**config.mk**
```make
export PLATFORM = sky130hd
export DESIGN_NAME = fse_ctrl
export DESIGN_NICKNAME = d
export VERILOG_FILES = /design/src/rtl/fse_pkg.sv /design/src/rtl/fse_ctrl.sv
export SDC_FILE = /design/constraint.sdc
export NUM_CORES = 1
export LEC_CHECK = 0
export ABC_AREA = 1
export ABC_CLOCK_PERIOD_IN_PS = 1890
export BUFFER_PORTS_ARGS = -buffer_cell sky130_fd_sc_hd__buf_4
export CAP_MARGIN = 20
export CORE_AREA = 2 2 39 41
export CTS_BUF_LIST = sky130_fd_sc_hd__clkbuf_4
export CTS_CLUSTER_SIZE = 16
export DETAILED_ROUTE_END_ITERATION = 8
export DIE_AREA = 0 0 41 43
export HOLD_SLACK_MARGIN = 0.08
export PLACE_DENSITY = 0.71
export SYNTH_ARGS = -nofsm -noshare
export SYNTH_HDL_FRONTEND = slang
export SYNTH_SLANG_ARGS = --single-unit
```
**constraint.sdc**
```tcl
create_clock -name clk_i -period 1.89 [get_ports clk_i]
set_clock_uncertainty 0.2 [all_clocks]
set_input_delay 0.378 -clock clk_i [delete_from_list [all_inputs] [get_ports clk_i]]
set_output_delay 0.378 -clock clk_i [all_outputs]
set_load 0.02 [all_outputs]
```
**src/rtl/fse_pkg.sv**
```systemverilog
package fse_pkg;

  localparam int CHAR_W = 8;
  localparam int ARG_W = 32;
  localparam int COUNT_W = 8;
  localparam int DIGITS = 10;
  localparam int IDX_W = 4;
  localparam int NIB_IDX_W = 3;
  localparam int OUTPUT_BUFFER_BYTES_DEF = 256;

  // floor(n / 10) == (n * DIV10_RECIP) >> DIV10_SHIFT for every 32-bit n
  localparam logic [ARG_W-1:0] DIV10_RECIP = 32'hCCCC_CCCD;
  localparam int DIV10_SHIFT = 35;

  localparam logic [CHAR_W-1:0] CH_NUL = 8'h00;
  localparam logic [CHAR_W-1:0] CH_PCT = 8'h25;
  localparam logic [CHAR_W-1:0] CH_MINUS = 8'h2d;
  localparam logic [CHAR_W-1:0] CH_ZERO = 8'h30;
  localparam logic [CHAR_W-1:0] CH_LA = 8'h61;
  localparam logic [CHAR_W-1:0] CH_LD = 8'h64;
  localparam logic [CHAR_W-1:0] CH_LX = 8'h78;

  typedef enum logic [1:0] {
    KIND_CHAR,
    KIND_NUL,
    KIND_DEC,
    KIND_HEX
  } kind_e;

  typedef struct packed {
    logic  load;
    logic  negate;
    kind_e kind;
    logic  div_step;
    logic  emit;
    logic  emit_pre;
    logic  pre_pct;
    logic  last;
  } cmd_t;

  typedef struct packed {
    logic is_nul;
    logic is_pct;
    logic is_d;
    logic is_x;
    logic arg_neg;
    logic div_done;
    logic body_last;
    logic out_free;
  } sts_t;

endpackage

```
**src/rtl/fse_ctrl.sv**
```systemverilog
module fse_ctrl (
  input  logic          clk_i,
  input  logic          rst_ni,
  input  logic          in_valid_i,
  output logic          in_ready_o,
  input  fse_pkg::sts_t sts_i,
  output fse_pkg::cmd_t cmd_o
);

  localparam logic [1:0] S_IDLE = 2'd0;
  localparam logic [1:0] S_DIV  = 2'd1;
  localparam logic [1:0] S_PRE  = 2'd2;
  localparam logic [1:0] S_BODY = 2'd3;

  logic [1:0]          state_q, state_d;
  logic                pending_q, pending_d;
  logic                pre_q, pre_d;
  logic                pre_pct_q, pre_pct_d;
  fse_pkg::kind_e      kind_q, kind_d;

  always_comb begin
    state_d     = state_q;
    pending_d   = pending_q;
    pre_d       = pre_q;
    pre_pct_d   = pre_pct_q;
    kind_d      = kind_q;
    in_ready_o  = 1'b0;
    cmd_o       = '0;
    cmd_o.kind  = kind_q;
    unique case (state_q)
      S_IDLE: begin
        in_ready_o = 1'b1;
        if (in_valid_i) begin
          cmd_o.load = 1'b1;
          pre_d      = 1'b0;
          pre_pct_d  = 1'b1;
          kind_d     = fse_pkg::KIND_CHAR;
          if (sts_i.is_nul) begin
            // a lone percent before the terminator comes out first
            kind_d    = fse_pkg::KIND_NUL;
            pre_d     = pending_q;
            pending_d = 1'b0;
            state_d   = pending_q ? S_PRE : S_BODY;
          end else if (!pending_q) begin
            if (sts_i.is_pct) begin
              pending_d = 1'b1;
            end else begin
              state_d = S_BODY;
            end
          end else begin
            pending_d = 1'b0;
            if (sts_i.is_d) begin
              kind_d       = fse_pkg::KIND_DEC;
              cmd_o.negate = sts_i.arg_neg;
              pre_d        = sts_i.arg_neg;
              pre_pct_d    = 1'b0;
              state_d      = S_DIV;
            end else if (sts_i.is_x) begin
              kind_d  = fse_pkg::KIND_HEX;
              state_d = S_BODY;
            end else if (sts_i.is_pct) begin
              state_d = S_BODY;
            end else begin
              pre_d   = 1'b1;
              state_d = S_PRE;
            end
          end
          cmd_o.kind = kind_d;
        end
      end
      S_DIV: begin
        cmd_o.div_step = 1'b1;
        if (sts_i.div_done) begin
          state_d = pre_q ? S_PRE : S_BODY;
        end
      end
      S_PRE: begin
        if (sts_i.out_free) begin
          cmd_o.emit     = 1'b1;
          cmd_o.emit_pre = 1'b1;
          cmd_o.pre_pct  = pre_pct_q;
          state_d        = S_BODY;
        end
      end
      S_BODY: begin
        if (sts_i.out_free) begin
          cmd_o.emit = 1'b1;
          cmd_o.last = sts_i.body_last;
          if (sts_i.body_last) begin
            state_d = S_IDLE;
          end
        end
      end
      default: begin
        state_d = S_IDLE;
      end
    endcase
  end

  always_ff @(posedge clk_i or negedge rst_ni) begin
    if (!rst_ni) begin
      state_q   <= S_IDLE;
      pending_q <= 1'b0;
      pre_q     <= 1'b0;
      pre_pct_q <= 1'b0;
      kind_q    <= fse_pkg::KIND_CHAR;
    end else begin
      state_q   <= state_d;
      pending_q <= pending_d;
      pre_q     <= pre_d;
      pre_pct_q <= pre_pct_d;
      kind_q    <= kind_d;
    end
  end

endmodule

```
==> results of run 1 <==
## path summary, 6_finish.rpt
check / slack [ns] / from / depth (start not counted) / to
hold reg to reg: 0.33 / pre_q / 2 / pre_q
max in group asynchronous: 1.09 / rst_ni / 2 / kind_q[0]
setup reg to reg: 0.35 / state_q[0] / 8 / state_q[0]
min in group asynchronous: 0.27 / rst_ni / 2 / pending_q
setup / recovery: -0.04 / state_q[1] / 7 / cmd_o[6]
hold / removal: 0.24 / sts_i[6] / 3 / pending_q
## flip-flops by register name (all words and copies together) (netlist names)
name,cells
pre_pct_q,1
kind_q,2
state_q,2
pending_q,1
pre_q,1
## cell usage after synthesis (all sizes together)
cell type / instances / area share, %
nand3: 2 / 2.9
nor2: 10 / 8.1
ha: 5 / 12
mux2i: 1 / 1.9
nor3: 1 / 1.9
a21oi: 5 / 4.8
o21ai: 9 / 9.3
nand2: 22 / 17
dfrtp: 7 / 33
inv: 12 / 8.6
## layout make-up
cell class                 instances  area [um^2]
fill                             124        500.5
multi-input combinational         55        370.4
timing repair buffer              31        242.7
sequential                         7        175.2
inverter                          12        45.04
clock buffer                       4        30.03
tap                               16        20.02
## report_power, final
group	total [uW]	switching, uW	internal [uW]
logic	926	501	425
registers	259	37.0	222
clock network	156	60.8	95.3
## cell families after synthesis
kind of cell / after synthesis
buf+inv: 12
compound gates: 14
mux: 1
fa+ha+maj: 5
flops: 7
simple gates: 35
## layer usage
metal  vias to the layer above  routed length (um)  share of wire, %
met2                        19                 710                54
li1                        303                   -                 -
met1                       259                 509                39
met5                         -                   0                 0
met3                         2                  80               6.1
met4                         0                  14               1.1
## critical path: cells and delay by family (launching register included)
family          cells  cell delay, ns
simple gates        2            0.16
compound gates      1            0.12
fa+ha+maj           1            0.15
buf+inv             3            0.28
flops               1            0.39
## per-stage QoR
step                      setup WS (ns)  area, um^2  hold WS [ns]
after floorplan                 0.02427       565.5       -0.1176
after global placement          0.05816       765.7     0.0005325
after detailed placement        0.03271       765.7     -0.003205
after CTS                      -0.04643       868.3        0.2428
after global routing            -0.1298       883.3        0.2413
final                          -0.04449       883.3        0.2442
## timing repair
item                                    CTS  global route
hold buffers                              1             0
hold endpoints to repair                  7             0
resized for setup                         6             3
endpoints found under the setup margin    3             6
buffers inserted                          5             1
pin swaps                                 4             1
==> flow_metrics.env, run 1 <==
export IMPL_hold_viol=0
export IMPL_rsz0062_at_grt="yes"
export IMPL_slew_headroom_pct=88.67
export IMPL_routabilityCongestion=0.7479
export IMPL_antenna_found_initial=0
export IMPL_grt_start_max_net_pins=8
export IMPL_clkTransAtPathRegs_ns=0.05
export IMPL_cp_cell_sequence="inv_2, ha_4, nand2_4, nor2_4, inv_2, o21ai_4, buf_6"
export IMPL_nets=126
export IMPL_synth_cell_types=16
export IMPL_core_area_um2=1384
export IMPL_synth_seq_cells=7
export IMPL_drt_pass1_iterations=2
export IMPL_vias=583
export IMPL_synth_nets=90
export IMPL_netlist_area_um2=524.3
export IMPL_synth_compound_area_share_pct=14.08
export IMPL_htreeDepth=1
export IMPL_finalPower_uw=1342
export IMPL_dr_first_iter_drc_count=3
export IMPL_fin_crit_sh_pct=102.4
export IMPL_min_path_type="input port to flop"
export IMPL_cts_path_max_buffers=2
export IMPL_crit_type="flop to output port"
export IMPL_grt_usage_pct=18.21
export IMPL_worst_pin_slew_ns=0.1682
export IMPL_busiest_layer="met2"
export IMPL_p_per_area_nw_per_um2=1519
export IMPL_detail_route_antenna_nets=0
export IMPL_initial_core_util_pct=37.88
export IMPL_critPathRequiredTime_ns=1.31
export IMPL_violations="setup timing"
export IMPL_die_h_um=43
export IMPL_n_antenna_cell=0
export IMPL_numCtsBuffers=3
export IMPL_cts_tree="built"
export IMPL_post_route_util_pct=63.83
export IMPL_vias_per_cell=4.664
export IMPL_mostFrequentLayoutCell="buf_4"
export IMPL_use_met1_pct=17.45
export IMPL_wl_per_cell_um=10.52
export IMPL_syn_to_final_growth_pct=68.50
export IMPL_yosysWarnings=0
export IMPL_synth_simple_area_share_pct=30.07
export IMPL_synth_xor_area_share_pct=0
export IMPL_placed_cells=114
export IMPL_setup_slack_ns=-0.04449
export IMPL_pin_count=21
export IMPL_drv_slew=0
export IMPL_synthCells=74
export IMPL_drc=0
export IMPL_worstSkewPairLatency_ns=0.26
export IMPL_wl_um=1315
export IMPL_tns_ns=-0.1234
export IMPL_post_route_min_period_ns=1.934
export IMPL_grt_util_met3_pct=3.141
export IMPL_avgSynthCellArea_um2=7.085
export IMPL_worst_setup_path_start_kind="flop"
export IMPL_cts_root_buf="clkbuf_4"
export IMPL_layout_cells_non_filler=125
export IMPL_status="finished with violations"
export IMPL_grt_pass1_vias=566
export IMPL_cpPeakStageDelay_ns=0.39
export IMPL_layout_common_cells="buf_4, nand2_1, nor2_1, dfrtp_1"
export IMPL_cts_sinks=7
export IMPL_cp_slowest_cell="dfrtp_1"
export IMPL_critPathMostFrequentCell="inv_2"
export IMPL_synth_top_family_by_area="simple AND/OR/NAND/NOR gates"
export IMPL_grt_pass1_wl_um=2145
export IMPL_drive_above_1_share_pct=51.38
export IMPL_port_buffers=20
export IMPL_ir_worst_vdd_v=0.0007203
export IMPL_setup_viol=3
export IMPL_synth_mux_area_share_pct=1.909
export IMPL_grt_overflow=0
export IMPL_yosysSeqAreaShare_pct=33.41
export IMPL_power_leakage_uw=0.0004661
export IMPL_fmaxAchievable_ghz=0.5169
export IMPL_grt_util_met2_pct=34.06
export IMPL_crit_arrival_ns=1.36
export IMPL_critPathCaptureType="output port"
export IMPL_synthAdderAreaFrac_pct=11.93
export IMPL_dieArea_um2=1763
export IMPL_num_rows=14
export IMPL_cap_violations=0
export IMPL_cp_max_fo=4
export IMPL_hpwl_um=1015
export IMPL_die_w_um=41
Note: power is estimated with default switching activity, not from simulation.
==> inputs of run 2 (changes only) <==
--- a/config.mk
+++ b/config.mk
@@ -5,8 +5,7 @@
 export SDC_FILE = /design/constraint.sdc
 export NUM_CORES = 1
 export LEC_CHECK = 0
-export ABC_AREA = 1
-export ABC_CLOCK_PERIOD_IN_PS = 1890
+export ABC_CLOCK_PERIOD_IN_PS = 2200
 export BUFFER_PORTS_ARGS = -buffer_cell sky130_fd_sc_hd__buf_4
 export CAP_MARGIN = 20
 export CORE_AREA = 2 2 39 41
@@ -15,7 +14,7 @@
 export DETAILED_ROUTE_END_ITERATION = 8
 export DIE_AREA = 0 0 41 43
 export HOLD_SLACK_MARGIN = 0.08
-export PLACE_DENSITY = 0.71
+export PLACE_DENSITY = 0.7
 export SYNTH_ARGS = -nofsm -noshare
 export SYNTH_HDL_FRONTEND = slang
 export SYNTH_SLANG_ARGS = --single-unit
==> constraint.sdc (replaced) <==
create_clock -name clk_i -period 2.2 [get_ports clk_i]
set_clock_uncertainty 0.2 [all_clocks]
set_input_delay 0.44 -clock clk_i [delete_from_list [all_inputs] [get_ports clk_i]]
set_output_delay 0.44 -clock clk_i [all_outputs]
set_load 0.02 [all_outputs]
==> run 2 against run 1 <==
The flow now finishes without violations. Via count is 17% lower. Final cell count down 20%. Routed wire length is 15% lower. Core utilization fell by 11 points. Synthesized cell count decreased by 20%. Register-to-register slack got worse by 0.08 ns. Sequential power decreased by 9.7%. Global-route usage is 4.5 points lower. Non-clock buffer count is 9 lower. Synthesized area decreased by 2.4%.
==> flow_metrics.env, run 2 <==
export IMPL_initial_core_util_pct=36.98
export IMPL_hpwl_um=919.1
export IMPL_grt_pass1_wl_um=1614
export IMPL_clkTransAtPathRegs_ns=0.05
export IMPL_crit_start="state_q[1]"
export IMPL_routabilityCongestion=0.7744
export IMPL_syn_to_final_growth_pct=43.77
export IMPL_dr_first_iter_drc_count=4
export IMPL_vias_per_cell=4.830
export IMPL_cts_tree="built"
export IMPL_setup_viol=0
export IMPL_core_area_um2=1384
export IMPL_layout_cells_non_filler=100
export IMPL_post_route_min_period_ns=2.069
export IMPL_cts_sinks=7
export IMPL_routed_top_layer="met3"
export IMPL_worstSkewPairLatency_ns=0.24
export IMPL_yosysWarnings=0
export IMPL_rr_endpoint="state_q[0]"
export IMPL_grt_pass1_vias=418
export IMPL_regArea_um2=175.2
export IMPL_grt_overflow=0
export IMPL_yosysTopAreaCellShare_pct=34.23
export IMPL_met3_wirelength_um=59
export IMPL_crit_type="flop to output port"
export IMPL_detail_route_antenna_nets=0
export IMPL_wl_met2_um=531
export IMPL_vias=483
export IMPL_nets=101
export IMPL_top_regs="kind_q: 2 flops, state_q: 2 flops"
export IMPL_status="finished clean"
export IMPL_grt_start_max_net_pins=14
export IMPL_drive_above_1_share_pct=38.10
export IMPL_p_per_area_nw_per_um2=1256
export IMPL_hold_viol=0
export IMPL_mostFrequentLayoutCell="buf_4"
export IMPL_drv_slew=0
export IMPL_yosysSeqAreaShare_pct=34.23
export IMPL_ir_worst_vdd_v=0.0006185
export IMPL_critPathCaptureType="output port"
export IMPL_synthTopCellsByArea="dfrtp_1, ha_1, o21ai_0"
export IMPL_worst_setup_path_start_kind="flop"
export IMPL_multi_input_comb_area_um2=324.1
export IMPL_cts_root_buf="clkbuf_4"
export IMPL_grt_usage_pct=13.72
export IMPL_numCtsBuffers=3
export IMPL_avgSynthCellArea_um2=8.674
export IMPL_rrSetupSlack_ns=0.27
export IMPL_die_h_um=43
export IMPL_cp_max_fo=13
export IMPL_antenna_found_initial=0
export IMPL_synthFlopType="dfrtp_1"
export IMPL_r2r_start="state_q[0]"
export IMPL_placed_area_um2=678.2
export IMPL_port_buffers=20
export IMPL_layout_common_cells="buf_4, o21ai_0, dfrtp_1, inv_1, nand2_1"
export IMPL_rsz0062_at_grt="no"
export IMPL_die_w_um=41
export IMPL_wl_um=1114
export IMPL_setup_worst_path_end="cmd_o[7]"
export IMPL_cap_violations=0
export IMPL_pin_count=21
export IMPL_synth_cell_types=22
export IMPL_synth_nets=75
export IMPL_slew_headroom_pct=77.80
export IMPL_stdcell_area_um2=735.7
export IMPL_drt_pass1_iterations=3
export IMPL_cts_path_max_buffers=2
export IMPL_yosys_top_cells_count="dfrtp_1, o21ai_0, nand2_1"
export IMPL_n_antenna_cell=0
export IMPL_synth_seq_cells=7
export IMPL_synthCells=59
export IMPL_fin_crit_sh_pct=94.07
export IMPL_drc=0
export IMPL_wl_met1_um=523
export IMPL_synth_async_reset_ratio_pct=100.0
export IMPL_whs_ns=0.2799
export IMPL_num_rows=14
export IMPL_crit_arrival_ns=1.43
export IMPL_fmaxAchievable_ghz=0.4832
export IMPL_critPathRequiredTime_ns=1.56
export IMPL_wl_per_cell_um=11.14
export IMPL_netlist_area_um2=511.7
export IMPL_placed_cells=94
export IMPL_htreeDepth=1
export IMPL_dieArea_um2=1763
export IMPL_power_leakage_uw=0.0003876
export IMPL_synth_top_area_cell="dfrtp_1"
export IMPL_worst_pin_slew_ns=0.3302
export IMPL_synth_edf_count=0
export IMPL_nFillCells=129
export IMPL_reg2reg_depth=5
export IMPL_min_path_type="flop to flop"
[run 2: cell count changes in the layout (fill, tap and decap cells not counted), sizes merged, moves of 2 or more]
cell	change
and2	+2
nor2b	+4
nand2	-16
a21oi	-2
nor2	-6
buf	-9
inv	-7
o21ai	-2
and3	+3
o31ai	+2
mux2	+2
nor4b	+2
[run 2: area by class of cell]
class / count / share of cell area [%]
clock buffer: 4 / 4.082
inverter: 5 / 2.551
multi-input combinational: 46 / 44.05
sequential: 7 / 23.81
tap: 16 / 2.721
timing repair buffer: 22 / 22.79
[run 2: layer usage]
metal / track usage (%) / up-vias
met2: 21.56 / 10
met4: 6.000 / 0
met1: 16.05 / 216
met5: 0 / -
met3: 4.712 / 0
li1: - / 257
[run 2: worst max-delay path, cell delays in order (launching register included)]
cell and delay [ns]:
dfrtp_1 0.40, inv_1 0.11, ha_2 0.22, nand2_4 0.10, inv_1 0.08, and3_1 0.14
buf_4 0.13
[run 2: kinds of logic (layout without fill, tap and decap cells)]
kind of cell | Yosys count | count (layout) | share of synthesized area [%]
simple gates | 24 | 24 | 28.12
compound gates | 15 | 15 | 16.63
fa+ha+maj | 5 | 5 | 12.22
buf+inv | 6 | 31 | 4.401
mux | 2 | 2 | 4.401
flops | 7 | 7 | 34.23
[run 2: through the flow]
| step | util, % | TNS [ns] | setup WS (ns) | total power, uW |
|---|---|---|---|---|
| 5_1_grt | 53.16 | 0 | 0.01541 | 1020 |
| 3_5_place_dp | 49.01 | 0 | 0.1746 | 784.8 |
| 6_report | 53.16 | 0 | 0.1305 | 923.8 |
| 4_1_cts | 52.08 | 0 | 0.01857 | 916.3 |
| 3_3_place_gp | 49.01 | 0 | 0.2378 | 774.2 |
| 2_1_floorplan | - | -0.1095 | -0.05475 | 606.2 |
[run 2: where the power goes]
group          total, uW  switching, uW  internal (uW)
logic                571            302            269
clock network        119           38.5           80.9
registers            234           42.2            191
[run 2: what timing repair did]
| item | 4_1_cts | 5_1_grt |
|---|---|---|
| endpoints found under the hold margin | 7 | 0 |
| endpoints found under the setup margin | 3 | 4 |
| resized for setup | 1 | 2 |
| pin swaps | 0 | 0 |
| hold buffers | 1 | 0 |
| setup buffers | 0 | 1 |
[run 2: worst min-delay path by stage]
stage | start | to | depth (start not counted)
floorplan | rst_ni | kind_q[0] | 0
global placement | rst_ni | kind_q[1] | 1
detailed placement | rst_ni | kind_q[1] | 1
CTS | kind_q[1] | kind_q[1] | 2
global route | pre_pct_q | pre_pct_q | 2
finish | kind_q[1] | kind_q[1] | 2
